[src/tkr_pkg.sv]
`default_nettype none

package tkr_pkg;

   localparam int unsigned OptBase  = 20;
   localparam int unsigned PosMax   = 127;
   localparam int unsigned PosBits  = 7;
   localparam int unsigned HlenBits = 6;

   localparam logic [7:0] MATCH_KIND_RST   = 8'd8;
   localparam logic [7:0] REPLACE_KIND_RST = 8'd253;

   // register indexes on the csr port
   typedef enum logic [0:0] {
      CSR_MATCH_KIND   = 1'b0,
      CSR_REPLACE_KIND = 1'b1
   } csr_index_type;

   typedef struct packed {
      logic [7:0] data_byte;
      logic       first_byte;
      logic       last_byte;
      logic       is_fragment;
   } req_type;

   typedef struct packed {
      logic [7:0]  out_byte;
      logic        is_summary;
      logic        verdict;
      logic [15:0] new_checksum;
      logic        run_last;
   } rsp_type;

endpackage

`default_nettype wire

[src/tcp_option_kind_rewriter_unit.sv]
`default_nettype none

// channel  | handshake             | payload
// ---------+-----------------------+--------------------------
// request  | req_valid / req_ready | req_data  (tkr_pkg::req_type)
// response | rsp_valid / rsp_ready | rsp_data  (tkr_pkg::rsp_type)
// csr      | csr_we                | csr_index, csr_wdata
//
// A word is held in an input register, its results are formed there and move
// one per cycle, unless rsp_ready stalls, into the response register. The next
// word is taken as a word finishes, so a plain mid-segment stream runs at one
// word a cycle while nothing stalls; a last word has two results (own byte,
// summary), three when a byte is held. Segment state is committed as the final
// result of a word leaves the input register.
// Synchronous reset clears control and segment state; csr returns to defaults.
// A stall on rsp_ready holds the response register and any word in the input
// register that still has a result to send.

module tcp_option_kind_rewriter_unit (
   input  wire logic             clock,
   input  wire logic             reset,
   input  wire logic             req_valid,
   output      logic             req_ready,
   input  wire tkr_pkg::req_type req_data,
   output      logic             rsp_valid,
   input  wire logic             rsp_ready,
   output      tkr_pkg::rsp_type rsp_data,
   input  wire logic             csr_we,
   input  wire logic [0:0]       csr_index,
   input  wire logic [7:0]       csr_wdata
);

   localparam logic [6:0] OPT_BASE = 7'(tkr_pkg::OptBase);
   localparam logic [6:0] POS_MAX  = 7'(tkr_pkg::PosMax);

   localparam logic [7:0] MATCH_KIND_RST_V   = tkr_pkg::MATCH_KIND_RST;
   localparam logic [7:0] REPLACE_KIND_RST_V = tkr_pkg::REPLACE_KIND_RST;

   function automatic logic [15:0] ones_replace(input logic [15:0] hc,
                                                input logic [15:0] m,
                                                input logic [15:0] m2);
      logic [17:0] s;
      logic [16:0] s1;
      logic [15:0] s2;
      s  = {2'b00, ~hc} + {2'b00, ~m} + {2'b00, m2};
      s1 = {1'b0, s[15:0]} + {15'd0, s[17:16]};
      s2 = s1[15:0] + {15'd0, s1[16]};
      return ~s2;
   endfunction

   // csr
   logic [7:0] match_kind_ff, replace_kind_ff;

   // input stage
   logic             in_valid_ff, in_valid_in;
   tkr_pkg::req_type in_ff;
   logic             sent_held_ff, sent_held_in;
   logic             sent_byte_ff, sent_byte_in;

   // segment state
   logic [6:0]  pos_ff, pos_in;
   logic [5:0]  hlen_ff, hlen_in;
   logic [6:0]  nos_ff, nos_in;
   logic [7:0]  held_byte_ff, held_byte_in;
   logic        held_valid_ff, held_valid_in;
   logic        walk_stop_ff, walk_stop_in;
   logic [15:0] csum_ff, csum_in;
   logic        frag_ff, frag_in;

   // response register
   logic             rsp_valid_ff, rsp_valid_in;
   tkr_pkg::rsp_type rsp_ff, rsp_in;

   // working signals
   logic        first, last;
   logic [6:0]  pos_eff, nos_eff, p;
   logic [5:0]  hlen_eff, hlen_upd;
   logic [15:0] csum_eff, csum_upd, csum_new;
   logic        walk_eff, frag_eff, emit_held, walk_on, walk_new;
   logic [7:0]  optl, held_new;
   logic [8:0]  opt_end;
   logic [6:0]  nos_new;
   logic [15:0] m, m2;
   logic [7:0]  seg_len;
   logic        drop;
   logic        cur_held, cur_byte, no_out, is_final, out_free, advance;
   tkr_pkg::rsp_type result;

   always_comb begin
      first    = in_ff.first_byte;
      last     = in_ff.last_byte;
      pos_eff  = first ? '0 : pos_ff;
      hlen_eff = first ? '0 : hlen_ff;
      nos_eff  = first ? OPT_BASE : nos_ff;
      walk_eff = first ? 1'b0 : walk_stop_ff;
      csum_eff = first ? '0 : csum_ff;
      frag_eff = (pos_eff == '0) ? in_ff.is_fragment : frag_ff;

      // pick up data offset and checksum from the header
      hlen_upd = hlen_eff;
      csum_upd = csum_eff;
      if (!frag_eff) begin
         if (pos_eff == 7'd12) begin
            hlen_upd = {in_ff.data_byte[7:4], 2'b00};
         end else if (pos_eff == 7'd16) begin
            csum_upd = {in_ff.data_byte, 8'h00};
         end else if (pos_eff == 7'd17) begin
            csum_upd = {csum_eff[15:8], in_ff.data_byte};
         end
      end

      // option walk on the held byte, with this word as its length byte
      emit_held = !first && held_valid_ff;
      p         = pos_eff - 7'd1;
      walk_on   = emit_held && (pos_eff != '0) && (pos_eff != POS_MAX) && !frag_eff &&
                  !walk_eff && (p >= OPT_BASE) && (p == nos_eff) &&
                  (({1'b0, p} + 8'd1) < {2'b00, hlen_upd});
      optl      = ((held_byte_ff <= 8'd1) || (in_ff.data_byte == 8'd0)) ? 8'd1
                                                                       : in_ff.data_byte;
      opt_end   = {2'b00, p} + {1'b0, optl};
      m         = p[0] ? {8'h00, held_byte_ff} : {held_byte_ff, 8'h00};
      m2        = p[0] ? {8'h00, replace_kind_ff} : {replace_kind_ff, 8'h00};

      walk_new = walk_eff;
      csum_new = csum_upd;
      held_new = held_byte_ff;
      nos_new  = nos_eff;
      if (walk_on) begin
         if (opt_end > {3'b000, hlen_upd}) begin
            walk_new = 1'b1;
         end else begin
            if (held_byte_ff == match_kind_ff) begin
               csum_new = ones_replace(csum_upd, m, m2);
               held_new = replace_kind_ff;
            end
            nos_new = opt_end[6:0];
         end
      end

      seg_len = {1'b0, pos_eff} + 8'd1;
      drop    = !frag_eff && ((seg_len < 8'(tkr_pkg::OptBase)) ||
                              (seg_len < {2'b00, hlen_upd}));

      // result sequencing: held byte, own byte, summary
      cur_held = held_valid_ff && !sent_held_ff;
      cur_byte = !cur_held && last && !sent_byte_ff;
      no_out   = !held_valid_ff && !last;
      is_final = no_out || (!cur_held && !cur_byte) || (cur_held && !last);
      out_free = !rsp_valid_ff || rsp_ready;
      advance  = in_valid_ff && (no_out || out_free);
      req_ready = !in_valid_ff || (is_final && (no_out || out_free));

      result = '0;
      result.run_last = is_final;
      if (cur_held) begin
         result.out_byte = held_new;
      end else if (cur_byte) begin
         result.out_byte = in_ff.data_byte;
      end else begin
         result.is_summary   = 1'b1;
         result.verdict      = drop;
         result.new_checksum = (frag_eff || drop) ? '0 : csum_new;
      end

      rsp_valid_in = rsp_valid_ff;
      rsp_in       = rsp_ff;
      if (out_free) begin
         rsp_valid_in = in_valid_ff && !no_out;
         rsp_in       = result;
      end

      in_valid_in  = in_valid_ff;
      sent_held_in = sent_held_ff;
      sent_byte_in = sent_byte_ff;
      if (advance) begin
         if (is_final) begin
            in_valid_in  = 1'b0;
            sent_held_in = 1'b0;
            sent_byte_in = 1'b0;
         end else if (cur_held) begin
            sent_held_in = 1'b1;
         end else begin
            sent_byte_in = 1'b1;
         end
      end
      if (req_valid && req_ready) begin
         in_valid_in = 1'b1;
      end

      // commit segment state with the final result of the word
      pos_in        = pos_ff;
      hlen_in       = hlen_ff;
      nos_in        = nos_ff;
      held_byte_in  = held_byte_ff;
      held_valid_in = held_valid_ff;
      walk_stop_in  = walk_stop_ff;
      csum_in       = csum_ff;
      frag_in       = frag_ff;
      if (advance && is_final) begin
         if (last) begin
            pos_in        = '0;
            hlen_in       = '0;
            nos_in        = OPT_BASE;
            held_byte_in  = '0;
            held_valid_in = 1'b0;
            walk_stop_in  = 1'b0;
            csum_in       = '0;
            frag_in       = 1'b0;
         end else begin
            pos_in        = (pos_eff < POS_MAX) ? pos_eff + 7'd1 : pos_eff;
            hlen_in       = hlen_upd;
            nos_in        = nos_new;
            held_byte_in  = in_ff.data_byte;
            held_valid_in = 1'b1;
            walk_stop_in  = walk_new;
            csum_in       = csum_new;
            frag_in       = frag_eff;
         end
      end
   end

   always_ff @(posedge clock) begin
      if (reset) begin
         match_kind_ff   <= MATCH_KIND_RST_V;
         replace_kind_ff <= REPLACE_KIND_RST_V;
         in_valid_ff     <= 1'b0;
         sent_held_ff    <= 1'b0;
         sent_byte_ff    <= 1'b0;
         pos_ff          <= '0;
         hlen_ff         <= '0;
         nos_ff          <= OPT_BASE;
         held_byte_ff    <= '0;
         held_valid_ff   <= 1'b0;
         walk_stop_ff    <= 1'b0;
         csum_ff         <= '0;
         frag_ff         <= 1'b0;
         rsp_valid_ff    <= 1'b0;
      end else begin
         if (csr_we) begin
            unique case (tkr_pkg::csr_index_type'(csr_index))
               tkr_pkg::CSR_MATCH_KIND:   match_kind_ff   <= csr_wdata;
               tkr_pkg::CSR_REPLACE_KIND: replace_kind_ff <= csr_wdata;
               default: ;
            endcase
         end
         in_valid_ff   <= in_valid_in;
         sent_held_ff  <= sent_held_in;
         sent_byte_ff  <= sent_byte_in;
         pos_ff        <= pos_in;
         hlen_ff       <= hlen_in;
         nos_ff        <= nos_in;
         held_byte_ff  <= held_byte_in;
         held_valid_ff <= held_valid_in;
         walk_stop_ff  <= walk_stop_in;
         csum_ff       <= csum_in;
         frag_ff       <= frag_in;
         rsp_valid_ff  <= rsp_valid_in;
      end
   end

   // payload registers
   always_ff @(posedge clock) begin
      if (req_valid && req_ready) begin
         in_ff <= req_data;
      end
      rsp_ff <= rsp_in;
   end

   assign rsp_valid = rsp_valid_ff;
   assign rsp_data  = rsp_ff;

endmodule

`default_nettype wire

[config.mk]
export PLATFORM = sky130hd
export DESIGN_NAME = tcp_option_kind_rewriter_unit
export DESIGN_NICKNAME = d
export VERILOG_FILES = /design/src/tkr_pkg.sv /design/src/tcp_option_kind_rewriter_unit.sv
export SDC_FILE = /design/constraint.sdc
export NUM_CORES = 1
export LEC_CHECK = 0
export ABC_AREA = 1
export BUFFER_PORTS_ARGS = -buffer_cell sky130_fd_sc_hd__buf_2
export CAP_MARGIN = 5
export CORE_MARGIN = 8
export CORE_UTILIZATION = 40
export DETAILED_ROUTE_END_ITERATION = 6
export GPL_ROUTABILITY_DRIVEN = 1
export PLACE_DENSITY = 0.57
export SLEW_MARGIN = 20
export SYNTH_ARGS = -nofsm -noshare
export SYNTH_HDL_FRONTEND = slang
export SYNTH_SLANG_ARGS = --single-unit
[constraint.sdc]
create_clock -name clock -period 11.8 [get_ports clock]
set_clock_uncertainty 0.2 [all_clocks]
set_input_delay 2.36 -clock clock [delete_from_list [all_inputs] [get_ports clock]]
set_output_delay 2.36 -clock clock [all_outputs]
set_load 0.005 [all_outputs]
==> results of run 1 <==
[layout make-up]
type	instances	area, µm²	share of cell area [%]
multi-input combinational	885	4818	53.40
sequential	105	2482	27.51
inverter	211	792.0	8.778
tap	270	337.8	3.744
timing repair buffer	57	295.3	3.273
clock buffer	9	225.2	2.496
clock inverter	7	71.32	0.7905
[through the flow]
step	worst slack [ns]	std cells
after CTS	1.726	1544
after detailed placement	1.752	1528
after global routing	0.5151	1544
after floorplan	4.153	1226
final	1.752	1544
after global placement	2.171	1528
[cells by family after synthesis]
| logic type | after synthesis | share of synthesized area (%) |
|---|---|---|
| buffers and inverters | 236 | 11.15 |
| adder cells (fa/ha/maj) | 64 | 11.48 |
| AO/OA/AOI/OAI | 155 | 10.63 |
| XOR/XNOR | 31 | 3.487 |
| flip-flops | 105 | 30.21 |
| AND/OR/NAND/NOR | 635 | 33.04 |
[per-layer routing]
layer  GRT usage (%)  up-vias
met5               0        -
met4           5.617        0
met3           3.800       29
met2           31.04      205
met1           26.02     3522
li1                -     4005
[worst paths after layout]
path | to | from | cells after the start | slack (ns)
worst min register to register | sent_held_ff | sent_held_ff | 2 | 0.26
worst max register to register | rsp_data[13] | first | 52 | 1.75
worst min-delay path | sent_held_ff | sent_held_ff | 2 | 0.26
worst max-delay path | rsp_data[13] | first | 52 | 1.75
[Yosys cell counts, drive strengths merged]
cell type | number | area, µm²
a21boi | 3 | 22.52
a21o | 3 | 22.52
a21oi | 36 | 180.2
a22o | 1 | 8.760
a31oi | 15 | 93.84
and3 | 1 | 6.260
buf | 7 | 56.30
clkbuf | 18 | 67.56
clkinv | 1 | 3.750
dfxtp | 67 | 1341
edfxtp | 38 | 1141
fa | 19 | 380.4
ha | 45 | 563.0
inv | 210 | 788.3
nand2 | 358 | 1408
nand3 | 95 | 480.5
nand3b | 1 | 7.510
nand4 | 17 | 112.6
nor2 | 143 | 564.3
nor3 | 10 | 70.07
nor3b | 3 | 22.52
nor4 | 3 | 18.77
o2111ai | 2 | 17.52
o211ai | 10 | 75.07
o21a | 1 | 7.510
o21ai | 71 | 359.1
o21bai | 1 | 7.510
o221ai | 1 | 8.760
o22ai | 10 | 62.56
o31ai | 1 | 7.510
or2 | 4 | 25.03
xnor2 | 11 | 96.34
xor2 | 20 | 190.2
[power by group through the flow]
stage | clock network [mW] | registers (mW) | logic (mW)
detailed placement | 0 | 0.405 | 0.272
floorplan | 0 | 0.403 | 0.198
CTS | 0.311 | 0.397 | 0.274
finish | 0.306 | 0.397 | 0.272
global route | 0.325 | 0.399 | 0.312
global placement | 0 | 0.405 | 0.272
[flip-flops by register name, summed over array words and instances, names as in the netlist, 6 cells and up]
| register | flops |
|---|---|
| rsp_data | 27 |
| csum_ff | 16 |
| in_ff | 9 |
| held_byte_ff | 8 |
| match_kind_ff | 8 |
| replace_kind_ff | 8 |
| nos_ff | 7 |
| pos_ff | 7 |
| hlen_ff | 6 |
[worst min-delay path, stage by stage, from the launching register on]
cell and delay [ns]:
dfxtp_1 0.32, inv_1 0.05, a21oi_1 0.05
==> impl_metrics.toml, run 1 <==
[logic_synthesis]
syn-instance-count = 1226
ys_warn_count = 0
yosysSeqAreaShare_pct = 30.21
avgSynthCellArea_um2 = 6.702
syn_area_um2 = 8217
syn_nets = 1315
ys_ff_latch = 105
yosysUniqueCellTypes = 48

[global_routing]
track_usage_pct = 19.39
grt_pass1_wl_mm = 39.78
grt_pass1_vias = 7641
antenna_found_initial = 0
overflow = 0
grt_max_degree = 31

[cells_and_area]
fin_area_um2 = 9022
final_cell_mix = "nand2_1, inv_1, nor2_1, nand3_1, dfxtp_1"
layout.nets = 1358
final_util_pct = 44.73
final_common_cell = "nand2_1"
fillerInstances = 2131
antenna_cells = 0
drive_gt1_share_pct = 8.242
area_growth_pct = 9.807

[drt]
drt_iter0_drc = 607
viasPerCell = 5.027
route.vias.total = 7761
drc_errors = 0
wl_mm = 24.31
highest_layer = "met4"
route.met2.wl_mm = 10.82
first_pass_iters = 5
final_antenna_net_count = 0
routedWlPerCell_um = 15.74
met1_length_mm = 11.68
routed-wl-met3_mm = 1.415

[setup_path]
crit_slowest_cell = "nand4_1"
cp-end-kind = "flop"
critPathMaxFanout = 30
crit_arrival_ns = 9.94
required_ns = 11.70
crit_top_cell = "nand2_1"
cp_top_family = "simple AND/OR/NAND/NOR gates"
crit_type = "reg2reg"
start_kind = "flop"
crit_buf_inv = 5
cpPeakStageDelay_ns = 0.70

[power_and_ir_drop]
switching_share_pct = 35.43
finalPower_uw = 975.2
leakagePower_nw = 4.616
cellPowerDensity_nw_per_um2 = 108.1
ir_drop_uv = 72.66
seqPwrFrac_pct = 40.7
p_sw_uw = 345.6
power_frac_comb_pct = 27.9
pwr-share-clk_pct = 31.4
p_int_uw = 629.6

[clock_tree]
clk_pin_slew_ns = 0.08
clock_sinks = 105
ctsHoldBuffers = 0
clockRootBuffer = "clkbuf_16"
cts_buffer_depth = 2
post_cts_resized = 0
cts_tree = "done"
clock_latency_ns = 0.37
cts_buffers = 9
htree_levels = 3
postCtsSetupRepairBufs = 0

[place]
dp_hpwl_mm = 19.35
gp_congestion = 0.9069
io_buffers = 53
postPlaceCellArea_um2 = 8726

[floorplanning]
die_w_um = 159.3
dieArea_um2 = 25380
start_util_pct = 40.74
die_h_um = 159.3
coreArea_um2 = 20170
fp-row-count = 52
io_pins = 54

[timing]
hold_violations = 0
maxSlewViolCount = 0
finalSetupViolations = 0
setup_tns_ns = 0
holdWs_ns = 0.2565
relSlewSlack_pct = 36.12
worstMarginPinSlew_ns = 0.9572
grt_setup_unrepaired = "false"
fmax_mhz = 99.52
period_share_pct = 85.15
min_period_ns = 10.05

[min_path]
worstHoldPathType = "reg2reg"

[flow_run]
maxCapViolCount = 0

[run_status]
status = "finished, final reports clean"
(Power assumes the default switching activity.)
==> inputs of run 2 (changes only) <==
--- a/config.mk
+++ b/config.mk
@@ -5,7 +5,6 @@
 export SDC_FILE = /design/constraint.sdc
 export NUM_CORES = 1
 export LEC_CHECK = 0
-export ABC_AREA = 1
 export BUFFER_PORTS_ARGS = -buffer_cell sky130_fd_sc_hd__buf_2
 export CAP_MARGIN = 5
 export CORE_MARGIN = 8
==> run 2 against run 1 <==
  * Critical path depth down 17
  * Combinational power about the same
  * Sequential power up 2%
  * Via count down 20%
  * Global-route usage down 1.8 points
  * Count of clock-buffer cells in the layout up 1
  * Worst hold slack worse by 0.0092 ns
  * Sequential share of layout area up 2.4 points
==> impl_metrics.toml, run 2 <==
[floorplanning]
dieArea_um2 = 23650
io_pins = 54
die_w_um = 153.8
die_h_um = 153.8
coreArea_um2 = 18640
fp-row-count = 50
start_util_pct = 40.73

[timing]
min_period_ns = 10.17
setup_tns_ns = 0
period_share_pct = 86.17
hold_violations = 0
grt_setup_unrepaired = "false"
maxSlewViolCount = 0
holdWs_ns = 0.2474
worstMarginPinSlew_ns = 0.9584
fmax_mhz = 98.35
finalSetupViolations = 0
relSlewSlack_pct = 35.97

[setup_path]
crit_type = "reg2reg"
setup.worst_path.start = "first"
crit_arrival_ns = 10.17
r2r_start = "first"
crit_slowest_cell = "nor4_1"
cpPeakStageDelay_ns = 0.67
required_ns = 11.80
critPathMaxFanout = 19
cp-end-kind = "flop"
crit_top_cell = "ha_1"
start_kind = "flop"

[clock_tree]
cts_buffer_depth = 2
htree_levels = 3
clockRootBuffer = "clkbuf_16"
postCtsSetupRepairBufs = 0
post_cts_resized = 0
clock_sinks = 105
clk_pin_slew_ns = 0.07
ctsHoldBuffers = 0
cts_tree = "done"
cts_buffers = 9
clock_latency_ns = 0.36

[logic_synthesis]
avgSynthCellArea_um2 = 8.513
yosysUniqueCellTypes = 70
yosysSeqAreaShare_pct = 32.69
syn_area_um2 = 7594
ys_warn_count = 0
synth.largest_area_cell = "dfxtp_1"
synth_most_common_cell = "nand2_1"
ys_ff_latch = 105
async_reset_ff_share_pct = 0
ys.flop_type = "dfxtp_1"
synth_edf_count = 38
synth_common_cells = "nand2_1, nor2_1, dfxtp_1"
synth_area_leaders = "dfxtp_1, edfxtp_1, ha_1"
synth_top_cell_area_share_pct = 17.66
syn_nets = 981
syn-instance-count = 892

[min_path]
min_from = "hlen_ff[2]"
worstHoldPathType = "reg2reg"

[global_routing]
grt_pass1_vias = 6094
grt_max_degree = 39
track_usage_pct = 17.62
grt_pass1_wl_mm = 33.05
antenna_found_initial = 0
overflow = 0

[cells_and_area]
area_growth_pct = 9.112
final_cell_mix = "nand2_1, nor2_1, dfxtp_1, o21ai_0, inv_1"
antenna_cells = 0
layout.nets = 1008
finalNonFillerCells = 1158
final_common_cell = "nand2_1"
fin_area_um2 = 8285
drive_gt1_share_pct = 10.50
largest_reg_flops = 27

[drt]
drc_errors = 0
route.vias.total = 6236
viasPerCell = 5.385
routedWlPerCell_um = 17.74
drt_iter0_drc = 450
wl_mm = 20.55
first_pass_iters = 5
final_antenna_net_count = 0

[power_and_ir_drop]
seqPwrFrac_pct = 41.2
p_int_uw = 659.9
p_sw_uw = 323.9
power_frac_comb_pct = 27.6
ir_drop_uv = 76.44
switching_share_pct = 32.93
leakagePower_nw = 3.450
finalPower_uw = 983.9
cellPowerDensity_nw_per_um2 = 118.7
pwr-share-clk_pct = 31.2

[place]
postPlaceCellArea_um2 = 7978
gp_congestion = 0.8706
dp_hpwl_mm = 15.89
placed_cells = 1142
io_buffers = 53

[flow_run]
maxCapViolCount = 0

[run_status]
status = "finished, final reports clean"
-- run 2: changes by cell type in the layout (fill, tap and decap cells not counted), moves of 10 or more --
| cell | change |
|---|---|
| a22o_1 | +13 |
| and2_1 | +31 |
| and3_1 | +10 |
| inv_1 | -149 |
| mux2i_1 | +22 |
| nand2_1 | -228 |
| nand2b_1 | +13 |
| nand3_1 | -83 |
| nor2_1 | -59 |
| nor2b_1 | +18 |
| o21ai_0 | +11 |
| o21ai_1 | -17 |
| xnor2_1 | +31 |
-- run 2: cell families after synthesis --
family	Yosys count	share of synthesized area, %
buf+inv	100	5.750
xor+xnor	60	7.019
compound gates	189	15.83
simple gates	352	23.38
flops	105	32.69
mux	22	2.900
fa+ha+maj	64	12.42
-- run 2: through the flow --
stage          utilization, %  worst slack [ns]
2_1_floorplan               -             2.388
3_3_place_gp            42.79             1.938
3_5_place_dp            42.79             1.697
4_1_cts                 44.44             1.635
5_1_grt                 44.44            0.7954
6_report                44.44             1.632
-- run 2: final cells by class --
class / instances / area [µm²]
Multi-Input combinational cell: 687 / 4682
Timing Repair Buffer: 58 / 302.8
Tap cell: 234 / 292.8
Inverter: 58 / 217.7
Fill cell: 1873 / 10360
Clock inverter: 6 / 57.56
Sequential cell: 105 / 2482
Clock buffer: 10 / 250.2
-- run 2: critical path, delay by kind of cell, from the launching register on --
kind            cells  cell delay [ns]
xor+xnor            1             0.15
mux                 1             0.31
compound gates     10             2.36
flops               1             0.64
fa+ha+maj           6             1.65
buf+inv             2             0.29
simple gates       15             4.41
-- run 2: final timing paths --
| check | endpoint | slack [ns] | depth (start not counted) |
|---|---|---|---|
| max | rsp_data[14] | 1.63 | 35 |
| min | hlen_ff[2] | 0.25 | 2 |
| max reg2reg | rsp_data[14] | 1.63 | 35 |
| min reg2reg | hlen_ff[2] | 0.25 | 2 |
-- run 2: layer usage --
metal	up-vias	track usage (%)	share of wire [%]
met5	-	0	0
met4	0	4.013	1.2
met3	21	4.036	6.8
li1	3146	-	-
met1	2896	24.96	49
met2	173	26.66	43
-- run 2: power groups by stage --
stage | clock network, mW | logic [mW] | registers [mW]
after floorplan | 0 | 0.207 | 0.406
after global placement | 0 | 0.273 | 0.413
after detailed placement | 0 | 0.270 | 0.413
after CTS | 0.315 | 0.272 | 0.405
after global routing | 0.330 | 0.305 | 0.407
final | 0.307 | 0.272 | 0.405
